## src/design/assert_macros.svh

```systemverilog
// Assertion macros for the RTL of the converter; only the top level includes them.
// No dependencies; the bodies are empty when SYNTH is defined.
`ifndef ASSERT_MACROS_SVH
`define ASSERT_MACROS_SVH

`ifndef SYNTH
`define ASSERT_CLK(lbl, prop, msg) \
   lbl: assert property (@(posedge clock) disable iff (reset) prop) else $error(msg);
`define ASSERT_IMPLY(lbl, ante, cons, msg) \
   `ASSERT_CLK(lbl, (ante) |-> (cons), msg)
`else
`define ASSERT_CLK(lbl, prop, msg)
`define ASSERT_IMPLY(lbl, ante, cons, msg)
`endif

`endif

```

## src/design/yrc_pkg.sv

```systemverilog
// Types, coefficients and the channel clamp for the YUYV converter.
// No dependencies.
package yrc_pkg;

   localparam int ACC_W = 19;

   localparam logic signed [ACC_W-1:0] COEF_RV = 19'sd359;
   localparam logic signed [ACC_W-1:0] COEF_GU = 19'sd88;
   localparam logic signed [ACC_W-1:0] COEF_GV = 19'sd183;
   localparam logic signed [ACC_W-1:0] COEF_BU = 19'sd454;
   localparam logic [8:0]              CHROMA_BIAS = 9'd128;

   localparam logic MODE_GRAY = 1'b0;
   localparam logic MODE_RGB  = 1'b1;

   typedef logic signed [ACC_W-1:0] acc_type;

   typedef struct packed {
      logic [7:0] red;
      logic [7:0] green;
      logic [7:0] blue;
   } rgb_type;

   // floor(acc / 256), then saturate to 0..255
   function automatic logic [7:0] clamp_channel(input acc_type acc);
      logic signed [ACC_W-9:0] q;
      logic [7:0]              res;
      q = (ACC_W-8)'(acc >>> 8);
      if (q < 0) begin
         res = 8'd0;
      end else if (q > 11'sd255) begin
         res = 8'd255;
      end else begin
         res = q[7:0];
      end
      return res;
   endfunction

endpackage

```

## src/design/yuyv_to_rgb_or_gray_converter_unit.sv

```systemverilog
// Top level of the YUYV macropixel to RGB888 / grayscale converter.
// Depends on yrc_pkg, yrc_pixel and assert_macros.svh.

// One macropixel transaction is taken on every clock at which start is high;
// busy is always low, so the block sustains one macropixel per cycle. The
// result is loaded into the input register and then into the result
// register, and is then shown on the rsp_ ports, flagged by rsp_valid. The
// receiver cannot stall: it must take each result in the cycle it is shown.
// csr_output_mode selects gray (0, reset value) or RGB (1) and should only be
// written while no transaction is in flight.
`include "assert_macros.svh"

module yuyv_to_rgb_or_gray_converter_unit
   import yrc_pkg::*;
(
   input  logic       clock,
   input  logic       reset,

   input  logic       start,
   output logic       busy,
   input  logic [7:0] req_luma_first,
   input  logic [7:0] req_chroma_blue,
   input  logic [7:0] req_luma_second,
   input  logic [7:0] req_chroma_red,
   input  logic       req_frame_end_in,

   output logic       rsp_valid,
   output logic [7:0] rsp_first_red,
   output logic [7:0] rsp_first_green,
   output logic [7:0] rsp_first_blue,
   output logic [7:0] rsp_second_red,
   output logic [7:0] rsp_second_green,
   output logic [7:0] rsp_second_blue,
   output logic [7:0] rsp_first_gray,
   output logic [7:0] rsp_second_gray,
   output logic       rsp_frame_end_out,

   input  logic       csr_valid,
   output logic       csr_ready,
   input  logic       csr_output_mode
);

   logic       mode_ff, mode_in;

   logic       in_valid_ff;
   logic [7:0] in_y0_ff, in_u_ff, in_y1_ff, in_v_ff;
   logic       in_fe_ff;
   logic       in_mode_ff;

   rgb_type    pix0, pix1;
   rgb_type    out_pix0_ff, out_pix0_in;
   rgb_type    out_pix1_ff, out_pix1_in;
   logic [7:0] out_gray0_ff, out_gray0_in;
   logic [7:0] out_gray1_ff, out_gray1_in;
   logic       out_fe_ff;
   logic       out_valid_ff;

   assign busy      = 1'b0;
   assign csr_ready = 1'b1;

   assign mode_in = (csr_valid && csr_ready) ? csr_output_mode : mode_ff;

   always_ff @(posedge clock) begin
      if (reset) begin
         mode_ff      <= MODE_GRAY;
         in_valid_ff  <= 1'b0;
         out_valid_ff <= 1'b0;
      end else begin
         mode_ff      <= mode_in;
         in_valid_ff  <= start && !busy;
         out_valid_ff <= in_valid_ff;
      end
   end

   // input register
   always_ff @(posedge clock) begin
      if (start && !busy) begin
         in_y0_ff   <= req_luma_first;
         in_u_ff    <= req_chroma_blue;
         in_y1_ff   <= req_luma_second;
         in_v_ff    <= req_chroma_red;
         in_fe_ff   <= req_frame_end_in;
         in_mode_ff <= mode_ff;
      end
   end

   yrc_pixel u_pixel_first (
      .luma        (in_y0_ff),
      .chroma_blue (in_u_ff),
      .chroma_red  (in_v_ff),
      .pixel       (pix0)
   );

   yrc_pixel u_pixel_second (
      .luma        (in_y1_ff),
      .chroma_blue (in_u_ff),
      .chroma_red  (in_v_ff),
      .pixel       (pix1)
   );

   always_comb begin
      if (in_mode_ff == MODE_RGB) begin
         out_pix0_in  = pix0;
         out_pix1_in  = pix1;
         out_gray0_in = 8'd0;
         out_gray1_in = 8'd0;
      end else begin
         out_pix0_in  = '0;
         out_pix1_in  = '0;
         out_gray0_in = in_y0_ff;
         out_gray1_in = in_y1_ff;
      end
   end

   // result register
   always_ff @(posedge clock) begin
      if (in_valid_ff) begin
         out_pix0_ff  <= out_pix0_in;
         out_pix1_ff  <= out_pix1_in;
         out_gray0_ff <= out_gray0_in;
         out_gray1_ff <= out_gray1_in;
         out_fe_ff    <= in_fe_ff;
      end
   end

   assign rsp_valid         = out_valid_ff;
   assign rsp_first_red     = out_pix0_ff.red;
   assign rsp_first_green   = out_pix0_ff.green;
   assign rsp_first_blue    = out_pix0_ff.blue;
   assign rsp_second_red    = out_pix1_ff.red;
   assign rsp_second_green  = out_pix1_ff.green;
   assign rsp_second_blue   = out_pix1_ff.blue;
   assign rsp_first_gray    = out_gray0_ff;
   assign rsp_second_gray   = out_gray1_ff;
   assign rsp_frame_end_out = out_fe_ff;

   `ASSERT_CLK(a_accept_to_result, (start && !busy) |=> ##1 rsp_valid, "missing result")
   `ASSERT_IMPLY(a_gray_excludes_color, rsp_valid && (rsp_first_gray != 8'd0 || rsp_second_gray != 8'd0), out_pix0_ff == '0 && out_pix1_ff == '0, "gray and color both set")
   `ASSERT_CLK(a_csr_write, (csr_valid && csr_ready) |=> mode_ff == $past(csr_output_mode), "mode write lost")
   `ASSERT_CLK(a_mode_follows_item, in_valid_ff |-> in_mode_ff == $past(mode_ff), "mode not captured")

endmodule

```

## src/design/yrc_pixel.sv

```systemverilog
// Fixed-point YUV to RGB conversion of one pixel, combinational.
// Depends on yrc_pkg.
module yrc_pixel
   import yrc_pkg::*;
(
   input  logic [7:0] luma,
   input  logic [7:0] chroma_blue,
   input  logic [7:0] chroma_red,
   output rgb_type    pixel
);

   logic signed [8:0] u_s;
   logic signed [8:0] v_s;
   acc_type           y8;
   acc_type           u_ext;
   acc_type           v_ext;
   acc_type           acc_r;
   acc_type           acc_g;
   acc_type           acc_b;

   assign u_s   = $signed({1'b0, chroma_blue} - CHROMA_BIAS);
   assign v_s   = $signed({1'b0, chroma_red} - CHROMA_BIAS);
   assign u_ext = ACC_W'(u_s);
   assign v_ext = ACC_W'(v_s);
   assign y8    = $signed({3'b000, luma, 8'h00});

   assign acc_r = y8 + v_ext * COEF_RV;
   assign acc_g = y8 - u_ext * COEF_GU - v_ext * COEF_GV;
   assign acc_b = y8 + u_ext * COEF_BU;

   assign pixel.red   = clamp_channel(acc_r);
   assign pixel.green = clamp_channel(acc_g);
   assign pixel.blue  = clamp_channel(acc_b);

endmodule
```

## config.mk

```make
export PLATFORM = sky130hd
export DESIGN_NAME = yuyv_to_rgb_or_gray_converter_unit
export DESIGN_NICKNAME = d
export VERILOG_FILES = /design/src/design/yrc_pkg.sv /design/src/design/yuyv_to_rgb_or_gray_converter_unit.sv /design/src/design/yrc_pixel.sv
export VERILOG_INCLUDE_DIRS = /design/src /design/src/design
export SDC_FILE = /design/constraint.sdc
export NUM_CORES = 1
export LEC_CHECK = 0
export BUFFER_PORTS_ARGS = -buffer_cell sky130_fd_sc_hd__buf_4
export CORE_UTILIZATION = 60
export CTS_CLUSTER_SIZE = 40
export DETAILED_ROUTE_END_ITERATION = 8
export GPL_ROUTABILITY_DRIVEN = 0
export PLACE_DENSITY = 0.84
export REMOVE_ABC_BUFFERS = 1
export SKIP_LAST_GASP = 1
export SYNTH_ARGS = -nofsm -noshare
export SYNTH_HDL_FRONTEND = slang
export SYNTH_HIERARCHICAL = 1
export SYNTH_SLANG_ARGS = --single-unit
```

## constraint.sdc

```tcl
create_clock -name clock -period 20.3 [get_ports clock]
set_input_delay 4.06 -clock clock [delete_from_list [all_inputs] [get_ports clock]]
set_output_delay 4.06 -clock clock [all_outputs]
set_load 0.1 [all_outputs]
```

==> metrics.cfg, run 1 <==
[route]
wl_per_cell_um=16.9
first_iter_violations=660
drt_pass1_iterations=5
drt-vias-per-instance=5.59
route.vias.total=11293
final_antenna_net_count=0
drc_errors=0
drt-total-wl_um=34100

[finish]
layout-area-overhead-vs-synth_pct=8.91
layout_cells_sized_above_1_pct=9.55
multi_input_area_um2=11800
finish.net_count=2235
antenna-diode-count=0
fill_cells=1910
register_area_um2=3030

[critical_path]
arrival_ns=7.59
critical-path-slowest-cell=edfxtp_1
rrSetupSlack_ns=12.84
regToRegStartpoint=in_u_ff[3]$_DFFE_PP_
timing.critical_path.required_ns=20.43
rr_endpoint=rsp_second_green[4]$_SDFFCE_PN0P_
worstSetupStartpointType=flip-flop
crit_type=reg2reg
critical_path.endpoint_type=flip-flop
timing.critical_path.fanout_max=12
timing.critical_path.slowest_cell_delay_ns=0.60
worst-r2r-cell-count=25

[yosys]
yosys.cell_count.top_type=inv_1
synth_warnings=6
synthesis.instances=1575
ys_top_cells_by_area=ha_1 (26%), fa_1 (22%), edfxtp_1 (18%)
yosys-mux-area-fraction_pct=0.768
post-synth-top-area-fraction_pct=26.1
postSynthAreaPerCell_um2=10.3
synth_top_family_by_area=adder cells
async_flop_share_pct=0
post_synth_most_frequent_cells=inv_1 (363), ha_1 (340), fa_1 (176)
netlist-cell-type-count=80
syn_area_um2=16300
synth_xor_area_share_pct=5.68
synth_compound_gate_area_share_pct=10.9
synthesized_flop_and_latch_total=102
dominantRegCellSynth=edfxtp_1
synth_enable_flop_cells=99
synth-simple-area-share_pct=7.40
synth_area_leader_cell=ha_1
synth_sequential_area_ratio_pct=18.6
post_synth_fa_ha_maj_area_fraction_pct=47.7

[sta]
timing.max_slew.rel_slack_pct=41.3
final.setup.tns_ns=0
finalSetupViolCount=0
clock.fmax_mhz=134
grt_setup_unrepaired=false
timing_hold_violations_final=0
fraction_of_the_cycle_the_final_worst_path_needs_pct=36.7
timing_max_transition_violations_final=0
worst_pin_slew_ns=0.879
clock_skew_ns=0.00679
layout_min_cycle_time_ns=7.46

[placed_design]
port-buffer-count=103
dp.final_hpwl_um=27500

[clocking]
numCtsBuffers=9
ctsRootBufferMaster=clkbuf_16
cts_hold_buffers=0
tritoncts=built
clock_insertion_delay_at_the_later_pin_of_the_skew_report_ns=0.37
post_cts_setup_buffer_count=0
clockBufferDepth=2
cts.repair.resized=0
h-tree-depth=3
cts_sinks=102
clk_transition_reported_paths_ns=0.08

[grt]
track_usage_pct=25.5
initial_antenna_violation_count=0
grt_max_degree=65
grt_pass1_vias=12075
wire_length_of_the_first_global_routing_pass_um=56500
globalRouteOverflowTotal=0

[min_path]
timing.hold.worst_endpoint=in_mode_ff$_DFFE_PP_
holdCritStartpoint=mode_ff$_SDFFE_PP0P_
whs_path_depth=0
hold_class=reg2reg

[outcome]
outcome=completed

[die]
io-pin-count=106
die_height_um=167
die-area_um2=27800
initial_cell_density_of_the_core_pct=61.8
site_rows=59
chipWidth_um=167
core_region_area_um2=26400

[flow_run]
cap_viol_max_count=0

-- metal layers --
layer / GRT usage (%) / part of all wire (%) / up-vias
met5: 0 / 0 / -
met4: 9.02 / 2.7 / 0
met3: 2.69 / 3.7 / 60
met2: 46.4 / 51 / 263
met1: 31.4 / 43 / 5580
li1: - / - / 5390
-- placed cells by master (no fill, tap or decap), types with 33 or more instances in the layout --
cell	instances
o21a_1	34
edfxtp_1	99
nor2_1	40
nand2_1	33
and2_1	56
xnor2_1	73
ha_1	340
a21oi_1	71
buf_4	109
inv_1	363
fa_1	176
-- kinds of logic (layout without fill, tap and decap cells) --
group           count (synthesis)  count (layout)
flops                         102             102
fa+ha+maj                     516             516
buf+inv                       378             488
mux                            12              12
simple gates                  218             218
compound gates                243             243
other cells                     2               2
xor+xnor                      104             104
-- critical path: cells and delay by family (launching register included) --
kind	cells	cell delay, ns
AOI/OAI and AO/OA	9	2.06
buffers and inverters	3	0.16
DFF	1	0.60
xor gates and xnor gates	1	0.12
adders and majority gates	8	3.47
and+or+nand+nor	4	0.81
-- worst max path at each step --
| stage | from | cells after the start | end | slack (ns) |
|---|---|---|---|---|
| detailed placement | in_u_ff[3]$_DFFE_PP_ | 25 | rsp_second_green[1]$_SDFFCE_PN0P_ | 12.95 |
| global route | in_u_ff[3]$_DFFE_PP_ | 25 | rsp_second_green[1]$_SDFFCE_PN0P_ | 12.35 |
| finish | in_u_ff[3]$_DFFE_PP_ | 25 | rsp_second_green[4]$_SDFFCE_PN0P_ | 12.84 |
| floorplan | in_u_ff[7]$_DFFE_PP_ | 20 | rsp_first_green[0]$_SDFFCE_PN0P_ | 13.18 |
| global placement | in_u_ff[3]$_DFFE_PP_ | 26 | rsp_first_green[1]$_SDFFCE_PN0P_ | 13.27 |
| CTS | in_u_ff[3]$_DFFE_PP_ | 25 | rsp_second_green[1]$_SDFFCE_PN0P_ | 12.90 |
-- flip-flops by register name, summed over array words and instances (netlist names), 8 cells and up --
register          count
in_u_ff               8
rsp_first_red         8
rsp_second_green      8
rsp_second_red        8
in_v_ff               8
rsp_second_blue       8
rsp_second_gray       8
in_y0_ff              8
rsp_first_green       8
rsp_first_blue        8
rsp_first_gray        8
in_y1_ff              8
-- per-stage QoR --
| stage | utilization [%] | cell area [µm²] | worst slack, ns | hold WS, ns | std cells |
|---|---|---|---|---|---|
| after floorplan | - | 16200 | 13.18 | 0.400 | 1561 |
| after global placement | 66.3 | 17500 | 13.27 | 0.400 | 2005 |
| after detailed placement | 66.3 | 17500 | 12.95 | 0.424 | 2005 |
| after CTS | 67.3 | 17700 | 12.90 | 0.444 | 2020 |
| after global routing | 67.3 | 17700 | 12.35 | 0.457 | 2020 |
| final | 67.3 | 17700 | 12.84 | 0.441 | 2020 |
-- layout make-up --
cell class	instances	share of cell area [%]
clock buffers	9	1.27
clock inverters	6	0.317
inverters	364	7.70
multi-input cells	1095	66.6
flip-flops and latches	102	17.1
well taps	335	2.36
repair buffers	109	4.61
Power of run 1 is not shown: default switching activity piles up to over one toggle a cycle in this logic, so the estimate is an artifact.
==> inputs of run 2 (changes only) <==
Settings changed: ABC_AREA set to 1, CORE_UTILIZATION 60 to 58, PLACE_DENSITY 0.84 to 0.85.
Clock period 20.3 ns to 6.6 ns, I/O delays scaled along.
==> metrics.cfg, run 2 <==
[critical_path]
worst-path-buf-inv=6  ; +3
timing.critical_path.fanout_max=9  ; -3
critical-path-top-delay-family=adder cells
worstSetupStartpointType=flip-flop
critical-path-slowest-cell=fa_1
timing.critical_path.required_ns=6.73  ; -13.70 ns
worst_path_most_repeated_cell=inv_1
critical_path.endpoint_type=flip-flop
arrival_ns=6.43  ; -1.16 ns
crit_type=reg2reg
timing.critical_path.slowest_cell_delay_ns=0.58  ; -0.02 ns

[route]
route.vias.total=14586  ; +29%
wl_per_cell_um=15.3  ; -9.1%
final_antenna_net_count=0  ; unchanged
drt_pass1_iterations=6  ; +1
first_iter_violations=1239  ; +88%
drc_errors=0  ; unchanged
drt-vias-per-instance=5.36  ; -4.1%
drt-total-wl_um=41700  ; +22%

[placed_design]
port-buffer-count=103  ; unchanged
placement.setup.worst_slack_ns=0.296  ; -12.66 ns
placed_cells=2686  ; +34%
dp.final_hpwl_um=34000  ; +24%

[sta]
worst_pin_slew_ns=0.890  ; +0.0108 ns
layout_min_cycle_time_ns=6.30  ; -1.16 ns
finalSetupViolCount=0  ; unchanged
timing.max_slew.rel_slack_pct=40.7  ; -0.60 points
fraction_of_the_cycle_the_final_worst_path_needs_pct=95.4  ; +59 points
timing_max_transition_violations_final=0  ; unchanged
clock_skew_ns=0.0169  ; +0.0101 ns
final_critical_path_setup_slack_ns=0.302  ; -12.54 ns
clock.fmax_mhz=159  ; +18%
timing_hold_violations_final=0  ; unchanged

[die]
die_height_um=179  ; +7.1%
chipWidth_um=179  ; +7.1%
site_rows=64  ; +8.5%
core_region_area_um2=30700  ; +16%
io-pin-count=106  ; unchanged
initial_cell_density_of_the_core_pct=59.0  ; -2.8 points
die-area_um2=31900  ; +15%

[grt]
grt_max_degree=65  ; unchanged
track_usage_pct=26.5  ; +0.99 points
initial_antenna_violation_count=0  ; unchanged
globalRouteOverflowTotal=0  ; unchanged
wire_length_of_the_first_global_routing_pass_um=66700  ; +18%
grt_pass1_vias=14579  ; +21%

[min_path]
hold_class=reg2reg

[yosys]
synth_warnings=6  ; unchanged
yosys.cell_count.top_type=inv_1
post_synth_most_frequent_cells=inv_1 (555), nand2_1 (417), ha_1 (340)
synth_enable_flop_cells=99  ; unchanged
ys_top_cells_by_area=ha_1 (24%), fa_1 (19%), edfxtp_1 (16%)
async_flop_share_pct=0  ; unchanged
netlist-cell-type-count=46  ; -43%
post-synth-top-area-fraction_pct=23.5  ; -2.6 points
synth_sequential_area_ratio_pct=16.8  ; -1.9 points
dominantRegCellSynth=edfxtp_1
synthesis.instances=2187  ; +39%
synthesized_flop_and_latch_total=102  ; unchanged
postSynthAreaPerCell_um2=8.27  ; -20%
synth_area_leader_cell=ha_1
syn_area_um2=18100  ; +11%

[clocking]
cts_sinks=102  ; unchanged
cts.repair.resized=0  ; unchanged
clockBufferDepth=2  ; unchanged
ctsRootBufferMaster=clkbuf_16
numCtsBuffers=9  ; unchanged
clock_insertion_delay_at_the_later_pin_of_the_skew_report_ns=0.39  ; +0.02 ns
clk_transition_reported_paths_ns=0.09  ; about the same
tritoncts=built
cts_hold_buffers=0  ; unchanged
h-tree-depth=3  ; unchanged

[finish]
finish.net_count=2875  ; +29%
final_cell_count_no_fill=2721  ; +35%
layout-area-overhead-vs-synth_pct=9.01  ; about the same
mostFrequentLayoutCell=inv_1
layout.cells.most_common_list=inv_1 (555), nand2_1 (417), ha_1 (340)
fin_util_pct=64.3  ; -3.0 points
layout_cells_sized_above_1_pct=9.29  ; -0.26 points
antenna-diode-count=0  ; unchanged

[outcome]
outcome=completed

[flow_run]
cap_viol_max_count=0  ; unchanged

run 2: kinds of logic (layout without fill, tap and decap cells):
family          Yosys count  count (layout)  share of synthesized area (%)
compound gates          183             183                           5.57
xor+xnor                101             101                           5.10
fa+ha+maj               516             516                           43.0
buf+inv                 575             713                           12.6
flops                   102             102                           16.8
other cells               2               2                         0.0415
simple gates            708             708                           17.0
run 2: what timing repair did:
item	4_1_cts	5_1_grt
setup endpoints to repair	0	16
buffers inserted	0	20
hold endpoints to repair	0	0
run 2: metal layers:
metal | vias up | part of all wire (%) | GRT usage (%) | wire [µm]
met2 | 485 | 51 | 47.8 | 21300
li1 | 7052 | - | - | -
met3 | 111 | 5.0 | 3.64 | 2070
met4 | 0 | 2.9 | 9.46 | 1230
met5 | - | 0 | 0 | 0
met1 | 6938 | 41 | 32.0 | 17100
run 2: final timing paths:
kind / slack, ns / cells after the start / start / endpoint
worst max-delay path: 0.30 / 26 / in_u_ff[6]$_DFFE_PP_ / rsp_first_green[7]$_SDFFCE_PN0P_
worst max register to register: 0.30 / 26 / in_u_ff[6]$_DFFE_PP_ / rsp_first_green[7]$_SDFFCE_PN0P_
worst min register to register: 0.42 / 0 / in_fe_ff$_DFFE_PP_ / rsp_frame_end_out$_DFFE_PP_
worst min-delay path: 0.42 / 0 / in_fe_ff$_DFFE_PP_ / rsp_frame_end_out$_DFFE_PP_
run 2: area by class of cell:
cell class,instances,area (µm²)
Clock buffer,9,225
Clock inverter,6,52.6
Fill cell,2419,10900
Inverter,562,2110
Multi-Input combinational cell,1510,12800
Sequential cell,102,3030
Tap cell,396,495
Timing Repair Buffer,136,1020
run 2: stage by stage:
step	hold slack [ns]	TNS, ns	instance area (µm²)
finish	0.425	0	19700
global route	0.457	-0.0221	19700
CTS	0.427	0	19600
detailed placement	0.409	0	19300
global placement	0.406	0	19300
floorplan	0.400	0	17900
Power of run 2 is left out for the same reason.
==> inputs of run 3 (changes only) <==
Settings changed: ABC_AREA 1 to not set.
==> metrics.cfg, run 3 (same netlist as run 1, synthesis figures left out) <==
[clocking]
cts_sinks=102  ; unchanged
numCtsBuffers=9  ; unchanged
h-tree-depth=3  ; unchanged
clockBufferDepth=2  ; unchanged
tritoncts=built
clock_insertion_delay_at_the_later_pin_of_the_skew_report_ns=0.37  ; -0.02 ns
ctsRootBufferMaster=clkbuf_16
clk_transition_reported_paths_ns=0.08  ; about the same

[sta]
timing.max_slew.rel_slack_pct=40.6  ; -0.067 points
timing_max_transition_violations_final=0  ; unchanged
fraction_of_the_cycle_the_final_worst_path_needs_pct=101  ; +5.4 points
worst_hold_slack_ns=0.439  ; +0.0141 ns
final_critical_path_setup_slack_ns=-0.0558  ; -0.358 ns
clock_skew_ns=0.00805  ; -0.00880 ns
clock.fmax_mhz=150  ; -5.4%
worst_pin_slew_ns=0.891  ; +0.00101 ns
grt_setup_unrepaired=true
layout_min_cycle_time_ns=6.66  ; +0.358 ns
timing_hold_violations_final=0  ; unchanged
finalSetupViolCount=5  ; +5

[critical_path]
worst_path_most_repeated_cell=fa_1
critical_path.endpoint_type=flip-flop
arrival_ns=6.90  ; +0.47 ns
timing.critical_path.slowest_cell_delay_ns=0.54  ; -0.04 ns
worstSetupStartpointType=flip-flop
crit_type=reg2reg
critical-path-slowest-cell=fa_1
timing.critical_path.required_ns=6.84  ; +0.11 ns
timing.critical_path.fanout_max=8  ; -1

[finish]
mostFrequentLayoutCell=inv_1
fill_cells=1862  ; -23%
multi_input_area_um2=12200  ; -4.9%
register_area_um2=3030  ; unchanged
antenna-diode-count=0  ; unchanged
layout.cells.most_common_list=inv_1 (360), ha_1 (328), fa_1 (175)
finish.net_count=2288  ; -20%
layout-area-overhead-vs-synth_pct=13.8
layout_cells_sized_above_1_pct=15.3  ; +6.0 points

[placed_design]
port-buffer-count=103  ; unchanged
dp.final_hpwl_um=28600  ; -16%

[flow_run]
cap_viol_max_count=0  ; unchanged

[outcome]
outcome=complete, but fails checks
violated_checks=setup timing

[route]
drt_pass1_iterations=5  ; -1
drt-vias-per-instance=5.62  ; +4.9%
route.vias.total=11866  ; -19%
drt-total-wl_um=38300  ; -8.1%
final_antenna_net_count=0  ; unchanged
first_iter_violations=852  ; -31%
drc_errors=0  ; unchanged
wl_per_cell_um=18.2  ; +18%

[die]
chipWidth_um=170  ; -5.0%
initial_cell_density_of_the_core_pct=59.8  ; +0.80 points
site_rows=60  ; -6.3%
io-pin-count=106  ; unchanged
die_height_um=170  ; -5.0%
die-area_um2=28800  ; -9.8%
core_region_area_um2=27300  ; -11%

[grt]
initial_antenna_violation_count=0  ; unchanged
globalRouteOverflowTotal=0  ; unchanged
wire_length_of_the_first_global_routing_pass_um=59400  ; -11%
grt_max_degree=65  ; unchanged
grt_pass1_vias=12705  ; -13%
track_usage_pct=26.3  ; -0.22 points

[min_path]
hold_class=reg2reg

==> run 3: cell count changes in the layout (fill, tap and decap cells not counted), moves of 19 or more <==
cell and delta:
and2_1 +56, a21oi_2 +21, nor2b_1 +23, a21oi_1 -60, inv_1 -195, xnor2_1 +19
a21o_1 +23, nand3_1 -111, nor2_1 -56, o21a_1 +34, buf_4 +22, nand2_1 -384
==> run 3: worst max-delay path, delay by kind of cell, from the launching register on <==
| family | cells | cell delay [ns] |
|---|---|---|
| fa+ha+maj | 8 | 2.92 |
| compound gates | 8 | 1.69 |
| simple gates | 4 | 0.90 |
| flops | 1 | 0.45 |
| buf+inv | 4 | 0.41 |
| xor+xnor | 1 | 0.15 |
==> run 3: per-stage QoR <==
stage	TNS [ns]	instances	setup WS, ns	utilization, %	area, µm²
floorplan	-7.37	1561	-0.519	-	16200
global placement	-0.197	2086	-0.0290	65.5	17800
detailed placement	-3.63	2086	-0.271	65.5	17800
CTS	0	2104	0.0117	66.9	18200
global route	-3.52	2110	-0.298	68.0	18500
finish	-0.105	2110	-0.0558	68.0	18500
==> run 3: what timing repair did <==
item,in CTS,in global routing
setup buffers,3,6
endpoints found under the setup margin,16,32
pin swaps,13,41
hold buffers,0,0
resized for setup,19,44
==> run 3: cell type report <==
class | count | area share, %
clock buffer | 9 | 1.21
clock inverter | 6 | 0.304
inverter | 364 | 7.39
multi-input combinational | 1095 | 65.6
sequential | 102 | 16.4
tap | 372 | 2.51
timing repair buffer | 162 | 6.64
==> run 3: routing by layer <==
| metal | up-vias | global-route usage, % | routed length (µm) |
|---|---|---|---|
| li1 | 5486 | - | - |
| met1 | 5842 | 31.0 | 15200 |
| met2 | 417 | 47.7 | 19700 |
| met3 | 121 | 4.01 | 1940 |
| met4 | 0 | 10.5 | 1440 |
| met5 | - | 0 | 0 |
==> run 3: worst paths after layout <==
kind	cells after the start	from	slack, ns	end
setup / recovery	25	in_u_ff[2]$_DFFE_PP_	-0.06	rsp_first_green[3]$_SDFFCE_PN0P_
hold / removal	0	in_fe_ff$_DFFE_PP_	0.44	rsp_frame_end_out$_DFFE_PP_
setup reg to reg	25	in_u_ff[2]$_DFFE_PP_	-0.06	rsp_first_green[3]$_SDFFCE_PN0P_
hold reg to reg	0	in_fe_ff$_DFFE_PP_	0.44	rsp_frame_end_out$_DFFE_PP_
Power of run 3 is left out for the same reason.
